`config.mk`:
```
export PLATFORM = sky130hd
export DESIGN_NAME = ray_cell_face_exit_distance_unit
export DESIGN_NICKNAME = d
export VERILOG_FILES = /design/src/rtl/rcfe_pkg.sv /design/src/rtl/rcfe_mac.sv /design/src/rtl/rcfe_div.sv /design/src/rtl/rcfe_dpath.sv /design/src/rtl/rcfe_ctrl.sv /design/src/rtl/ray_cell_face_exit_distance_unit.sv
export SDC_FILE = /design/constraint.sdc
export NUM_CORES = 2
export LEC_CHECK = 0
export BUFFER_PORTS_ARGS = -buffer_cell sky130_fd_sc_hd__buf_4
export CAP_MARGIN = 10
export CORE_ASPECT_RATIO = 0.9
export CORE_UTILIZATION = 50
export DETAILED_ROUTE_END_ITERATION = 10
export PLACE_DENSITY = 0.73
export SKIP_CTS_REPAIR_TIMING = 1
export SYNTH_ARGS = -nofsm -noshare
export SYNTH_HDL_FRONTEND = slang
export SYNTH_SLANG_ARGS = --single-unit
```
`constraint.sdc`:
```
create_clock -name clk -period 26.7 [get_ports clk]
set_input_delay 5.34 -clock clk [delete_from_list [all_inputs] [get_ports clk]]
set_output_delay 5.34 -clock clk [all_outputs]
set_load 0.005 [all_outputs]
```
`src/rtl/rcfe_pkg.sv`:
```
package rcfe_pkg;

	// Default configuration of the block.
	localparam int DEF_COORD_BITS   = 32;
	localparam int DEF_FRAC_BITS    = 16;
	localparam int DEF_CELL_ID_BITS = 16;

	// The multiplier consumes one operand in slices of this many bits.
	localparam int CHUNK_BITS = 16;

	// Configuration register map.
	localparam int CFG_INDEX_BITS = 2;
	localparam logic [CFG_INDEX_BITS-1:0] REG_RAY_DIR_X    = 2'd0;
	localparam logic [CFG_INDEX_BITS-1:0] REG_RAY_DIR_Y    = 2'd1;
	localparam logic [CFG_INDEX_BITS-1:0] REG_RAY_DIR_Z    = 2'd2;
	localparam logic [CFG_INDEX_BITS-1:0] REG_MIN_DISTANCE = 2'd3;

	// Commands from the controller to the datapath.
	typedef struct packed {
		logic item_load;
		logic mac_start;
		logic div_start;
		logic best_update;
		logic result_load;
	} rcfe_cmd_t;

	// Status from the datapath to the controller.
	typedef struct packed {
		logic mac_done;
		logic div_needed;
		logic div_done;
		logic last_face;
		logic out_full;
	} rcfe_sts_t;

endpackage

```
`src/rtl/rcfe_mac.sv`:
```
module rcfe_mac #(
	parameter int COORD_BITS = rcfe_pkg::DEF_COORD_BITS,
	localparam int ACC_W = 2 * COORD_BITS + 3
) (
	input  logic                         clk,
	input  logic                         arst_n,
	input  logic                         start,
	input  logic signed [COORD_BITS-1:0] ray_x,
	input  logic signed [COORD_BITS-1:0] ray_y,
	input  logic signed [COORD_BITS-1:0] ray_z,
	input  logic signed [COORD_BITS-1:0] dir_x,
	input  logic signed [COORD_BITS-1:0] dir_y,
	input  logic signed [COORD_BITS-1:0] dir_z,
	input  logic signed [COORD_BITS-1:0] off_x,
	input  logic signed [COORD_BITS-1:0] off_y,
	input  logic signed [COORD_BITS-1:0] off_z,
	output logic signed [ACC_W-1:0]      num,
	output logic signed [ACC_W-1:0]      den,
	output logic                         done
);

	localparam int CB     = rcfe_pkg::CHUNK_BITS;
	localparam int NCH    = (COORD_BITS + CB - 1) / CB;
	localparam int CIDX_W = (NCH > 1) ? $clog2(NCH) : 1;
	localparam int PROD_W = COORD_BITS + 1 + CB;
	localparam logic [CIDX_W-1:0] CHUNK_LAST = CIDX_W'(NCH - 1);
	localparam logic [2:0] TERM_LAST = 3'd5;

	// Terms run numerator x, denominator x, numerator y, ... ; bit 0 picks the sum.
	logic [2:0]              term_q;
	logic [CIDX_W-1:0]       chunk_q;
	logic                    run_q;
	logic signed [COORD_BITS-1:0] dir_a, off_a, ray_a;
	logic signed [COORD_BITS+1:0] a_num, a_sel, a_neg;
	logic signed [COORD_BITS:0]   d_ext, d_neg;
	logic [COORD_BITS:0]     mag_a;
	logic [COORD_BITS-1:0]   mag_b;
	logic [NCH*CB-1:0]       mag_b_pad;
	logic [CB-1:0]           slice;
	logic [PROD_W-1:0]       prod;
	logic                    issue_last;

	logic [PROD_W-1:0]       prod_s1;
	logic                    neg_s1, den_s1, valid_s1, last_s1;
	logic [CIDX_W-1:0]       chunk_s1;
	logic signed [ACC_W-1:0] shifted, addend;
	logic signed [ACC_W-1:0] num_q, den_q;
	logic                    done_q;

	always_comb begin
		case (term_q[2:1])
			2'd1: begin
				dir_a = dir_y;
				off_a = off_y;
				ray_a = ray_y;
			end
			2'd2: begin
				dir_a = dir_z;
				off_a = off_z;
				ray_a = ray_z;
			end
			default: begin
				dir_a = dir_x;
				off_a = off_x;
				ray_a = ray_x;
			end
		endcase
	end

	assign a_num = {off_a[COORD_BITS-1], off_a, 1'b0} + {{2{dir_a[COORD_BITS-1]}}, dir_a};
	assign a_sel = term_q[0] ? {{2{ray_a[COORD_BITS-1]}}, ray_a} : a_num;
	assign a_neg = -a_sel;
	assign mag_a = a_sel[COORD_BITS+1] ? a_neg[COORD_BITS:0] : a_sel[COORD_BITS:0];
	assign d_ext = {dir_a[COORD_BITS-1], dir_a};
	assign d_neg = -d_ext;
	assign mag_b = dir_a[COORD_BITS-1] ? d_neg[COORD_BITS-1:0] : d_ext[COORD_BITS-1:0];
	assign mag_b_pad = (NCH*CB)'(mag_b);
	assign slice = mag_b_pad[chunk_q*CB +: CB];
	assign prod = PROD_W'(mag_a) * PROD_W'(slice);
	assign issue_last = run_q && (term_q == TERM_LAST) && (chunk_q == CHUNK_LAST);

	always_ff @(posedge clk or negedge arst_n) begin
		if (!arst_n) begin
			run_q    <= 1'b0;
			term_q   <= '0;
			chunk_q  <= '0;
			valid_s1 <= 1'b0;
			last_s1  <= 1'b0;
			done_q   <= 1'b0;
		end else begin
			valid_s1 <= run_q;
			last_s1  <= issue_last;
			done_q   <= valid_s1 && last_s1;
			if (start) begin
				run_q   <= 1'b1;
				term_q  <= '0;
				chunk_q <= '0;
			end else if (run_q) begin
				if (chunk_q == CHUNK_LAST) begin
					chunk_q <= '0;
					if (term_q == TERM_LAST) begin
						run_q <= 1'b0;
					end else begin
						term_q <= term_q + 3'd1;
					end
				end else begin
					chunk_q <= chunk_q + CIDX_W'(1);
				end
			end
		end
	end

	always_ff @(posedge clk) begin
		prod_s1  <= prod;
		neg_s1   <= a_sel[COORD_BITS+1] ^ dir_a[COORD_BITS-1];
		den_s1   <= term_q[0];
		chunk_s1 <= chunk_q;
	end

	assign shifted = ACC_W'(prod_s1) << (chunk_s1 * CB);
	assign addend  = neg_s1 ? -shifted : shifted;

	always_ff @(posedge clk) begin
		if (start) begin
			num_q <= '0;
			den_q <= '0;
		end else if (valid_s1) begin
			if (den_s1) begin
				den_q <= den_q + addend;
			end else begin
				num_q <= num_q + addend;
			end
		end
	end

	assign num  = num_q;
	assign den  = den_q;
	assign done = done_q;

endmodule

```
`src/rtl/rcfe_div.sv`:
```
module rcfe_div #(
	parameter int COORD_BITS = rcfe_pkg::DEF_COORD_BITS,
	parameter int FRAC_BITS  = rcfe_pkg::DEF_FRAC_BITS,
	localparam int ACC_W = 2 * COORD_BITS + 3
) (
	input  logic                    clk,
	input  logic                    arst_n,
	input  logic                    start,
	input  logic signed [ACC_W-1:0] num,
	input  logic signed [ACC_W-1:0] den,
	output logic [COORD_BITS-2:0]   quotient,
	output logic                    done
);

	localparam int W_A   = 3 * COORD_BITS + 3;
	localparam int W_B   = ACC_W + FRAC_BITS;
	localparam int W     = (W_A > W_B) ? W_A : W_B;
	localparam int CNT_W = $clog2(COORD_BITS + 1);

	logic [ACC_W-1:0]      mag_n, mag_d;
	logic [W-1:0]          rem_q, dvs_q;
	logic [W:0]            diff;
	logic                  ge;
	logic [COORD_BITS-1:0] q_q;
	logic [CNT_W-1:0]      cnt_q;
	logic                  busy_q, done_q;

	assign mag_n = num[ACC_W-1] ? ACC_W'(-num) : ACC_W'(num);
	assign mag_d = den[ACC_W-1] ? ACC_W'(-den) : ACC_W'(den);

	// Restoring division, one quotient bit per cycle, most significant first.
	assign diff = {1'b0, rem_q} - {1'b0, dvs_q};
	assign ge   = !diff[W];

	always_ff @(posedge clk or negedge arst_n) begin
		if (!arst_n) begin
			busy_q <= 1'b0;
			done_q <= 1'b0;
			cnt_q  <= '0;
		end else begin
			done_q <= 1'b0;
			if (start) begin
				busy_q <= 1'b1;
				cnt_q  <= CNT_W'(COORD_BITS);
			end else if (busy_q) begin
				cnt_q <= cnt_q - CNT_W'(1);
				if (cnt_q == CNT_W'(1)) begin
					busy_q <= 1'b0;
					done_q <= 1'b1;
				end
			end
		end
	end

	always_ff @(posedge clk) begin
		if (start) begin
			rem_q <= W'(mag_n) << FRAC_BITS;
			dvs_q <= W'(mag_d) << COORD_BITS;
			q_q   <= '0;
		end else if (busy_q) begin
			if (ge) begin
				rem_q <= diff[W-1:0];
			end
			dvs_q <= dvs_q >> 1;
			q_q   <= {q_q[COORD_BITS-2:0], ge};
		end
	end

	// A set top bit means the quotient does not fit and saturates.
	assign quotient = q_q[COORD_BITS-1] ? '1 : q_q[COORD_BITS-2:0];
	assign done     = done_q;

endmodule

```
`src/rtl/rcfe_dpath.sv`:
```
module rcfe_dpath #(
	parameter int COORD_BITS   = rcfe_pkg::DEF_COORD_BITS,
	parameter int FRAC_BITS    = rcfe_pkg::DEF_FRAC_BITS,
	parameter int CELL_ID_BITS = rcfe_pkg::DEF_CELL_ID_BITS
) (
	input  logic                                clk,
	input  logic                                arst_n,
	input  rcfe_pkg::rcfe_cmd_t                 cmd,
	output rcfe_pkg::rcfe_sts_t                 sts,
	input  logic                                cfg_wr_en,
	input  logic [rcfe_pkg::CFG_INDEX_BITS-1:0] cfg_index,
	input  logic [COORD_BITS-1:0]               cfg_data,
	input  logic signed [COORD_BITS-1:0]        face_dir_x,
	input  logic signed [COORD_BITS-1:0]        face_dir_y,
	input  logic signed [COORD_BITS-1:0]        face_dir_z,
	input  logic signed [COORD_BITS-1:0]        centre_offset_x,
	input  logic signed [COORD_BITS-1:0]        centre_offset_y,
	input  logic signed [COORD_BITS-1:0]        centre_offset_z,
	input  logic [CELL_ID_BITS-1:0]             neighbour_id,
	input  logic [COORD_BITS-2:0]               start_bound,
	input  logic [CELL_ID_BITS-1:0]             current_cell,
	input  logic                                first_face,
	input  logic                                last_face,
	output logic                                out_valid,
	input  logic                                out_ready,
	output logic [COORD_BITS-2:0]               exit_distance,
	output logic [CELL_ID_BITS-1:0]             next_cell,
	output logic                                face_found
);

	localparam int ACC_W = 2 * COORD_BITS + 3;
	localparam logic [COORD_BITS-1:0] RAY_Z_RESET = COORD_BITS'(1) << FRAC_BITS;

	logic signed [COORD_BITS-1:0] ray_x_q, ray_y_q, ray_z_q;
	logic [COORD_BITS-2:0]        min_dist_q;
	logic signed [COORD_BITS-1:0] dir_x_q, dir_y_q, dir_z_q;
	logic signed [COORD_BITS-1:0] off_x_q, off_y_q, off_z_q;
	logic [CELL_ID_BITS-1:0]      nb_id_q;
	logic                         last_q;
	logic [COORD_BITS-2:0]        best_dist_q;
	logic [CELL_ID_BITS-1:0]      best_cell_q, leaving_cell_q;
	logic                         found_q;
	logic                         out_valid_q;
	logic [COORD_BITS-2:0]        exit_dist_q;
	logic [CELL_ID_BITS-1:0]      next_cell_q;
	logic                         face_found_q;

	logic signed [ACC_W-1:0]      num, den;
	logic                         mac_done, div_done;
	logic [COORD_BITS-2:0]        quotient;
	logic                         take;

	always_ff @(posedge clk or negedge arst_n) begin
		if (!arst_n) begin
			ray_x_q    <= '0;
			ray_y_q    <= '0;
			ray_z_q    <= RAY_Z_RESET;
			min_dist_q <= '0;
		end else if (cfg_wr_en) begin
			unique case (cfg_index)
				rcfe_pkg::REG_RAY_DIR_X:    ray_x_q    <= cfg_data;
				rcfe_pkg::REG_RAY_DIR_Y:    ray_y_q    <= cfg_data;
				rcfe_pkg::REG_RAY_DIR_Z:    ray_z_q    <= cfg_data;
				rcfe_pkg::REG_MIN_DISTANCE: min_dist_q <= cfg_data[COORD_BITS-2:0];
				default: ;
			endcase
		end
	end

	always_ff @(posedge clk) begin
		if (cmd.item_load) begin
			dir_x_q <= face_dir_x;
			dir_y_q <= face_dir_y;
			dir_z_q <= face_dir_z;
			off_x_q <= centre_offset_x;
			off_y_q <= centre_offset_y;
			off_z_q <= centre_offset_z;
			nb_id_q <= neighbour_id;
			last_q  <= last_face;
		end
	end

	rcfe_mac #(
		.COORD_BITS(COORD_BITS)
	) u_mac (
		.clk   (clk),
		.arst_n(arst_n),
		.start (cmd.mac_start),
		.ray_x (ray_x_q),
		.ray_y (ray_y_q),
		.ray_z (ray_z_q),
		.dir_x (dir_x_q),
		.dir_y (dir_y_q),
		.dir_z (dir_z_q),
		.off_x (off_x_q),
		.off_y (off_y_q),
		.off_z (off_z_q),
		.num   (num),
		.den   (den),
		.done  (mac_done)
	);

	rcfe_div #(
		.COORD_BITS(COORD_BITS),
		.FRAC_BITS (FRAC_BITS)
	) u_div (
		.clk     (clk),
		.arst_n  (arst_n),
		.start   (cmd.div_start),
		.num     (num),
		.den     (den),
		.quotient(quotient),
		.done    (div_done)
	);

	assign take = (quotient < best_dist_q) && (quotient > min_dist_q);

	always_ff @(posedge clk or negedge arst_n) begin
		if (!arst_n) begin
			best_dist_q    <= '0;
			best_cell_q    <= '0;
			leaving_cell_q <= '0;
			found_q        <= 1'b0;
		end else if (cmd.item_load && first_face) begin
			best_dist_q    <= start_bound;
			leaving_cell_q <= current_cell;
			found_q        <= 1'b0;
		end else if (cmd.best_update && take) begin
			best_dist_q <= quotient;
			best_cell_q <= nb_id_q;
			found_q     <= 1'b1;
		end
	end

	always_ff @(posedge clk or negedge arst_n) begin
		if (!arst_n) begin
			out_valid_q <= 1'b0;
		end else if (cmd.result_load) begin
			out_valid_q <= 1'b1;
		end else if (out_ready) begin
			out_valid_q <= 1'b0;
		end
	end

	always_ff @(posedge clk) begin
		if (cmd.result_load) begin
			exit_dist_q  <= best_dist_q;
			next_cell_q  <= found_q ? best_cell_q : leaving_cell_q;
			face_found_q <= found_q;
		end
	end

	always_comb begin
		sts.mac_done   = mac_done;
		sts.div_needed = (num != '0) && (den != '0) && (num[ACC_W-1] == den[ACC_W-1]);
		sts.div_done   = div_done;
		sts.last_face  = last_q;
		sts.out_full   = out_valid_q && !out_ready;
	end

	assign out_valid     = out_valid_q;
	assign exit_distance = exit_dist_q;
	assign next_cell     = next_cell_q;
	assign face_found    = face_found_q;

	a_load_into_free_slot: assert property (@(posedge clk) disable iff (!arst_n)
		cmd.result_load |-> !sts.out_full)
		else $error("result loaded while the output register still holds one");

	a_found_only_by_update: assert property (@(posedge clk) disable iff (!arst_n)
		(found_q && !$past(found_q)) |-> $past(cmd.best_update))
		else $error("found flag set without a best-distance update");

	a_result_only_on_last: assert property (@(posedge clk) disable iff (!arst_n)
		(out_valid_q && !$past(out_valid_q)) |-> $past(cmd.result_load && last_q))
		else $error("result produced for a face that does not close its run");

	a_best_shrinks: assert property (@(posedge clk) disable iff (!arst_n)
		(cmd.best_update && take) |=> (best_dist_q < $past(best_dist_q)))
		else $error("best distance did not decrease on an accepted face");

endmodule

```
`src/rtl/rcfe_ctrl.sv`:
```
module rcfe_ctrl (
	input  logic                clk,
	input  logic                arst_n,
	input  logic                in_valid,
	output logic                in_ready,
	output rcfe_pkg::rcfe_cmd_t cmd,
	input  rcfe_pkg::rcfe_sts_t sts
);

	localparam logic [2:0] ST_IDLE   = 3'd0;
	localparam logic [2:0] ST_MAC_GO = 3'd1;
	localparam logic [2:0] ST_MAC    = 3'd2;
	localparam logic [2:0] ST_CHECK  = 3'd3;
	localparam logic [2:0] ST_DIV    = 3'd4;
	localparam logic [2:0] ST_UPDATE = 3'd5;
	localparam logic [2:0] ST_EMIT   = 3'd6;

	logic [2:0] state_q, state_d;

	always_comb begin
		state_d         = state_q;
		cmd.item_load   = 1'b0;
		cmd.mac_start   = 1'b0;
		cmd.div_start   = 1'b0;
		cmd.best_update = 1'b0;
		cmd.result_load = 1'b0;
		unique case (state_q)
			ST_IDLE: begin
				if (in_valid) begin
					cmd.item_load = 1'b1;
					state_d       = ST_MAC_GO;
				end
			end
			ST_MAC_GO: begin
				cmd.mac_start = 1'b1;
				state_d       = ST_MAC;
			end
			ST_MAC: begin
				if (sts.mac_done) begin
					state_d = ST_CHECK;
				end
			end
			ST_CHECK: begin
				if (sts.div_needed) begin
					cmd.div_start = 1'b1;
					state_d       = ST_DIV;
				end else begin
					state_d = ST_EMIT;
				end
			end
			ST_DIV: begin
				if (sts.div_done) begin
					state_d = ST_UPDATE;
				end
			end
			ST_UPDATE: begin
				cmd.best_update = 1'b1;
				state_d         = ST_EMIT;
			end
			ST_EMIT: begin
				if (!sts.last_face) begin
					state_d = ST_IDLE;
				end else if (!sts.out_full) begin
					cmd.result_load = 1'b1;
					state_d         = ST_IDLE;
				end
			end
			default: begin
				state_d = ST_IDLE;
			end
		endcase
	end

	always_ff @(posedge clk or negedge arst_n) begin
		if (!arst_n) begin
			state_q <= ST_IDLE;
		end else begin
			state_q <= state_d;
		end
	end

	assign in_ready = (state_q == ST_IDLE);

endmodule

```
`src/rtl/ray_cell_face_exit_distance_unit.sv`:
```
// Ray exit distance from one cell of a Voronoi mesh. Each input transaction
// carries one face of the cell: the vector to the neighbour centre, the cell
// centre minus the ray position, the neighbour id, and first/last markers of
// the cell's run of faces. The block computes the distance along the
// configured ray direction to the face plane, halfway to the neighbour, as
// ((offset + dir/2) . dir) / (ray . dir) in signed fixed point with
// FRAC_BITS fraction bits, truncated toward zero and saturated. Over a run it
// keeps the smallest distance that is above min_distance and below the bound,
// which starts at start_bound on the first face. The last face of a run
// produces one output transaction: the distance, the neighbour across the
// nearest face (or the cell being left when no face qualified), and a found
// flag. The block takes a new face only once it is through with the last
// one; a face whose plane lies behind the ray, parallel to it or through
// the ray position skips the divider. The work is done by the shared
// multiplier, which forms the six dot-product terms one 16-bit slice per
// cycle, and by the restoring divider, which retires one quotient bit per
// cycle. A finished result waits in an output register, so the next face
// is taken while the downstream side stalls; only a second result finding
// that register full holds the block. Configuration writes take effect at
// once and are meant for times when no face is in flight.
module ray_cell_face_exit_distance_unit #(
	parameter int COORD_BITS   = rcfe_pkg::DEF_COORD_BITS,
	parameter int FRAC_BITS    = rcfe_pkg::DEF_FRAC_BITS,
	parameter int CELL_ID_BITS = rcfe_pkg::DEF_CELL_ID_BITS
) (
	input  logic                                clk,
	input  logic                                arst_n,
	// Configuration write port.
	input  logic                                cfg_wr_en,
	input  logic [rcfe_pkg::CFG_INDEX_BITS-1:0] cfg_index,
	input  logic [COORD_BITS-1:0]               cfg_data,
	// Face input channel.
	input  logic                                in_valid,
	output logic                                in_ready,
	input  logic signed [COORD_BITS-1:0]        face_dir_x,
	input  logic signed [COORD_BITS-1:0]        face_dir_y,
	input  logic signed [COORD_BITS-1:0]        face_dir_z,
	input  logic signed [COORD_BITS-1:0]        centre_offset_x,
	input  logic signed [COORD_BITS-1:0]        centre_offset_y,
	input  logic signed [COORD_BITS-1:0]        centre_offset_z,
	input  logic [CELL_ID_BITS-1:0]             neighbour_id,
	input  logic [COORD_BITS-2:0]               start_bound,
	input  logic [CELL_ID_BITS-1:0]             current_cell,
	input  logic                                first_face,
	input  logic                                last_face,
	// Result output channel.
	output logic                                out_valid,
	input  logic                                out_ready,
	output logic [COORD_BITS-2:0]               exit_distance,
	output logic [CELL_ID_BITS-1:0]             next_cell,
	output logic                                face_found
);

	// The controller sequences one face at a time through the multiplier,
	// the optional division, the best-distance update and the result load.
	rcfe_pkg::rcfe_cmd_t cmd;
	rcfe_pkg::rcfe_sts_t sts;

	rcfe_ctrl u_ctrl (
		.clk     (clk),
		.arst_n  (arst_n),
		.in_valid(in_valid),
		.in_ready(in_ready),
		.cmd     (cmd),
		.sts     (sts)
	);

	// The datapath holds the configuration, the captured face, the running
	// best distance of the current run and the output register.
	rcfe_dpath #(
		.COORD_BITS  (COORD_BITS),
		.FRAC_BITS   (FRAC_BITS),
		.CELL_ID_BITS(CELL_ID_BITS)
	) u_dpath (
		.clk            (clk),
		.arst_n         (arst_n),
		.cmd            (cmd),
		.sts            (sts),
		.cfg_wr_en      (cfg_wr_en),
		.cfg_index      (cfg_index),
		.cfg_data       (cfg_data),
		.face_dir_x     (face_dir_x),
		.face_dir_y     (face_dir_y),
		.face_dir_z     (face_dir_z),
		.centre_offset_x(centre_offset_x),
		.centre_offset_y(centre_offset_y),
		.centre_offset_z(centre_offset_z),
		.neighbour_id   (neighbour_id),
		.start_bound    (start_bound),
		.current_cell   (current_cell),
		.first_face     (first_face),
		.last_face      (last_face),
		.out_valid      (out_valid),
		.out_ready      (out_ready),
		.exit_distance  (exit_distance),
		.next_cell      (next_cell),
		.face_found     (face_found)
	);

endmodule

```
---- Word level (Yosys, flattened, before mapping) ----
Cells that the tools add are included.
Widths: inputs -> output; s select.
operators by class
  add/subtract/negate cells ............... 12
  shift operators ......................... 2
  $mul .................................... 1
  equal/unequal tests ..................... 20
  $lt $le $gt $ge ......................... 2
  bitwise gates (word level) .............. 4
  reductions and logical operators ........ 31
  multiplexer cells ....................... 57
operators with widths
  kind                count
  $mux 83             3
  $mux 67             3
  $neg 67->67         3
  $mux 99             2
  $pmux 32 s2         3
  $add 67x67->67      2
  $reduce_bool 67->1  2
  $sub 99x99->100     1
  $mux 31             3
  $shl 49x5->67       1
  $mul 33x16->49      1
  $add 33x32->34      1
  $mux 34             1
  $mux 33             1
  $neg 33->33         1
  $mux 32             1
  $neg 32->32         1
  $shiftx 32x6->16    1
  $gt 31x31->1        1
  $lt 31x31->1        1
  $mux 3              9
  $mux 1              26
  $pmux 3 s7          1
  $reduce_and 2->1    9
  other kinds (25)    51
storage, ports and cells
  output and inout port bits .............. 50
  bits in registers ....................... 884
  logic and storage cells ................. 170

---- Logic depth before layout (Yosys ltp) ----
  depth after elaboration ................. 7
  mapped depth ............................ 57
  depth with buffers taken out ............ 45

---- Modules after synthesis ----
A second synthesis with hierarchy kept.
second synthesis, totals
  cell total of the unflattened synthesis .. 8554
  area total of the unflattened synthesis .. 75992.9 um^2
by module, submodules not included
  module      instances  seq. area each (um^2)  cells each  area each (um^2)
  rcfe_mac    1          3923.8                 5189        39735.6
  rcfe_div    1          6145.9                 2274        18621.6
  rcfe_dpath  1          12523.3                1065        17406.7
  rcfe_ctrl   1          75.1                   26          229.0

---- Worst setup path after synthesis ----
No wires, ideal clock.
  kind .................................... register to register
  from .................................... register u_dpath.u_mac.term_q[1]
  to ...................................... register u_dpath.u_mac.prod_s1[47]
  data arrival time ....................... 12483 ps
  required time ........................... 26628 ps
  setup slack ............................. 14145 ps
  library setup time ...................... 72 ps
  period minus slack after synthesis ...... 12555 ps
  cell stages (with the launch flop) ...... 53
  cells stage by stage .................... dfrtp_1 inv_1 ha_1 buf_2 buf_4 buf_2 buf_2 buf_2 buf_1 buf_2 buf_1 clkbuf_1 clkbuf_1 o21ai_0 ha_1 fa_1 a21o_1 a21oi_1 (+17 left out) fa_1 fa_1 inv_1 fa_1 fa_1 ha_1 a21oi_1 o21bai_1 a21oi_1 nor2b_1 a311o_1 a211oi_1 o31ai_1 a21oi_1 o31ai_1 or4b_2 a31oi_1 xnor2_1
on the way
  longest elaborated chain between the ends .. 7
ends and longest elaborated chain
  element                                          RTL line         RTL
  from (decl)                                      rcfe_mac.sv:30   logic [2:0] term_q;
  from (signal assigned)                           rcfe_mac.sv:104  term_q <= term_q + 3'd1;
  $eq 2x2->1 / $eq 2x1->1 (equally long branches)  rcfe_mac.sv:51   case (term_q[2:1])
  $pmux 32 s2                                      rcfe_mac.sv:51
  $add 33x32->34                                   rcfe_mac.sv:70   assign a_num = {off_a[COORD_BITS-1], off_a, 1'b0} + {{2{dir_a[COORD_BITS-1]}}, dir_a};
  $mux 34                                          rcfe_mac.sv:71   assign a_sel = term_q[0] ? {{2{ray_a[COORD_BITS-1]}}, ray_a} : a_num;
  $neg 33->33                                      rcfe_mac.sv:72   assign a_neg = -a_sel;
  $mux 33                                          rcfe_mac.sv:73   assign mag_a = a_sel[COORD_BITS+1] ? a_neg[COORD_BITS:0] : a_sel[COORD_BITS:0];
  $mul 33x16->49 (*)                               rcfe_mac.sv:79   assign prod = PROD_W'(mag_a) * PROD_W'(slice);
  via u_dpath.u_mac.prod[47]                       rcfe_mac.sv:40   logic [PROD_W-1:0] prod;
  to (signal assigned)                             rcfe_mac.sv:114  prod_s1 <= prod;
  to (decl)                                        rcfe_mac.sv:43   logic [PROD_W-1:0] prod_s1;
Mark *: on every way through the listed nets, which the timed path passes. The rest lies on a longest branch.
A chain may end at the register's enable or synchronous reset.

---- Worst setup path in the final report ----
Same ends and word-level chain as after synthesis.

==> results.sh <==
export IMPL_slowest_stage="xnor2_1"
export IMPL_synth_edff_count=391
export IMPL_outcome="completed"
export IMPL_vias=60940
export IMPL_clk_latency_ns=0.75
export IMPL_rsz0062_at_grt="false"
export IMPL_postRouteAntennaNets=0
export IMPL_place_hpwl_mm=175
export IMPL_drc_errors=0
export IMPL_synth_yosys_seq_area_share=0.313
export IMPL_drt_iter0_drc=6038
export IMPL_first_pass_iters=8
export IMPL_clk_path_buf_depth=3
export IMPL_grt_pass1_vias=60305
export IMPL_drive_above_1_share=0.111
export IMPL_period_share=0.497
export IMPL_fin_setup_tns_ns=0
export IMPL_grt_total_usage=0.308
export IMPL_cp_common_cell="fa_1"
export IMPL_synthMuxAreaShare=0.0472
export IMPL_finalWirelength_mm=228
export IMPL_cts_tree="yes"
export IMPL_required_ns=27.38
export IMPL_fin_skew_ns=0.0471
export IMPL_cts_root_buffer="clkbuf_16"
export IMPL_crit_type="flip-flop to flip-flop"
export IMPL_drv_slew=0
export IMPL_grt_pass1_wl_mm=351
export IMPL_clk_pin_slew_ns=0.07
export IMPL_cp_start_kind="flip-flop"
export IMPL_clock_sinks=884
export IMPL_critPathArrivalTime_ns=13.95
export IMPL_num_rows=132
export IMPL_maxCapViolCount=0
export IMPL_initial_core_util=0.504
export IMPL_finalSetupViolCount=0
export IMPL_avgSynthCellArea_um2=9.11
export IMPL_die_h_um=363
export IMPL_synth_xor_area_share=0.0632
export IMPL_gp_congestion=0.999
export IMPL_synth_simple_area_share=0.152
export IMPL_synth_area_leaders="edfxtp_1 (16%), fa_1 (12%), ha_1 (7.8%), dfxtp_1 (7.8%), dfrtp_1 (7.2%)"
export IMPL_grt_max_degree=101
export IMPL_layout_nets=9282
export IMPL_synth_top_family_by_area="adder cells"
export IMPL_netlist_area_um2=72500
export IMPL_async_reset_ff_frac=0.239
export IMPL_synth_seq_cells=884
export IMPL_synth_top_cell_by_area="edfxtp_1"
export IMPL_synth_ff_type="edfxtp_1"
export IMPL_critPathCaptureType="flip-flop"
export IMPL_overflow=0
export IMPL_cpPeakStageDelay_ns=0.97
export IMPL_fp_coreArea_um2=144000
export IMPL_syn_nets=9146
export IMPL_io_buffers=345
export IMPL_cts_made_buffers=97
export IMPL_hold_path_class="flip-flop to flip-flop"
export IMPL_io_pins=346
export IMPL_cp_max_fo=52
export IMPL_synth_adder_area_share=0.199
export IMPL_area_delta_synth_final_pct=10.2
export IMPL_die_w_um=403
export IMPL_via_per_inst=6.02
export IMPL_hold_viol=0
export IMPL_fin_crit_ns=13.27
export IMPL_synth_cell_types=96
export IMPL_wl_per_cell_um=22.5
export IMPL_synth_common_cells="nand2_1 (849), inv_1 (728), a21oi_1 (521)"
export IMPL_synth_most_common_cell="nand2_1"
export IMPL_worstMarginPinSlew_ns=1.30
export IMPL_max_slew_margin_rel=0.129
export IMPL_yosys_warnings=0
export IMPL_die_area_um2=147000
export IMPL_max_freq_mhz=75.4
export IMPL_htree_levels=3
export IMPL_synth_compound_area_frac=0.166
export IMPL_synth_top_area_frac=0.162
export IMPL_antenna_found_initial=9
export IMPL_netlist_instances=7961
[stage by stage]
step / worst slack (ns) / util / cells / hold slack [ns] / instance area (um^2)
2_1_floorplan: 14.14 / - / 7961 / 0.361 / 72500
3_3_place_gp: 13.78 / 0.534 / 9941 / 0.451 / 76800
3_5_place_dp: 13.71 / 0.534 / 9941 / 0.447 / 76800
4_1_cts: 13.65 / 0.556 / 10123 / 0.460 / 79900
5_1_grt: 12.81 / 0.556 / 10127 / 0.471 / 80000
6_report: 13.43 / 0.556 / 10128 / 0.462 / 80000
[area by class of cell]
class                           instances  area (um^2)
Inverter                              729         2740
Clock inverter                         47          400
Multi-Input combinational cell       5943        45600
Tap cell                             1943         2430
Clock buffer                          135         2740
Timing Repair Buffer                  442         3330
Sequential cell                       884        22700
Antenna cell                            5         12.5
Fill cell                           12748        63900
[cell usage in the layout, fill, tap and decap left out, types with 80 or more instances in the layout]
cell type / n
mux2i_1: 123
fa_1: 436
nand2_1: 847
o21ai_1: 114
nor2_1: 485
dfxtp_1: 278
nor2b_1: 151
buf_4: 441
mux2_2: 193
a21oi_1: 515
xor2_1: 257
nand4_1: 80
edfxtp_1: 391
ha_1: 451
inv_1: 728
o21ai_0: 362
dfrtp_1: 208
nor3_1: 88
and2_1: 111
xnor2_1: 259
nand3_1: 200
a21o_1: 202
clkbuf_16: 101
[routing by layer]
| metal | wire length, um | vias up | global-route usage |
|---|---|---|---|
| met4 | 11300 | 6 | 0.139 |
| met2 | 103000 | 2777 | 0.493 |
| met5 | 40 | - | 0 |
| li1 | - | 27945 | - |
| met3 | 18400 | 549 | 0.0522 |
| met1 | 95500 | 29663 | 0.408 |
[critical path: cells and delay by family (launching register included)]
family / cells / cell delay [ns]
adder cells (fa/ha/maj): 9 / 4.62
AO/OA/AOI/OAI: 16 / 4.09
AND/OR/NAND/NOR: 4 / 1.46
buffers and inverters: 6 / 1.26
XOR/XNOR: 2 / 1.10
flip-flops: 1 / 0.44
multiplexers: 1 / 0.14
[state kept, by name, indices dropped and copies added (netlist names), 16 cells and up]
name                    flops
u_dpath.ray_y_q            32
u_dpath.u_div.rem_q        99
u_dpath.min_dist_q         31
u_dpath.off_x_q            32
u_dpath.ray_x_q            32
u_dpath.best_cell_q        16
u_dpath.off_z_q            32
u_dpath.best_dist_q        31
u_dpath.u_mac.num          67
u_dpath.dir_x_q            32
u_dpath.u_mac.prod_s1      49
u_dpath.u_div.dvs_q        99
u_dpath.dir_z_q            32
u_dpath.off_y_q            32
u_dpath.u_mac.den          67
u_dpath.u_div.q_q          32
u_dpath.leaving_cell_q     16
u_dpath.dir_y_q            32
u_dpath.next_cell          16
u_dpath.ray_z_q            32
u_dpath.nb_id_q            16
u_dpath.exit_distance      31
[kinds of logic after synthesis]
| group | count (synthesis) |
|---|---|
| and+or+nand+nor | 2320 |
| adders and majority gates | 890 |
| muxes | 318 |
| xor gates and xnor gates | 523 |
| buffers and inverters | 1134 |
| DFF | 884 |
| AOI/OAI and AO/OA | 1892 |
[worst paths after layout]
kind	startpoint	end	slack (ns)	depth (start not counted)
setup / recovery	u_dpath.u_mac.term_q[1]	u_dpath.u_mac.prod_s1[47]	13.43	38
hold / removal	u_dpath.u_mac.run_q	u_dpath.u_mac.valid_s1	0.46	0
setup reg to reg	u_dpath.u_mac.term_q[1]	u_dpath.u_mac.prod_s1[47]	13.43	38
hold reg to reg	u_dpath.u_mac.run_q	u_dpath.u_mac.valid_s1	0.46	0
max in group asynchronous	arst_n	u_dpath.u_mac.term_q[0]	20.61	2
min in group asynchronous	arst_n	u_dpath.ray_y_q[21]	4.56	1
Power is left out: the tool's default activity adds up to more than one toggle a clock period on the data nets, which glitch-free logic cannot reach.
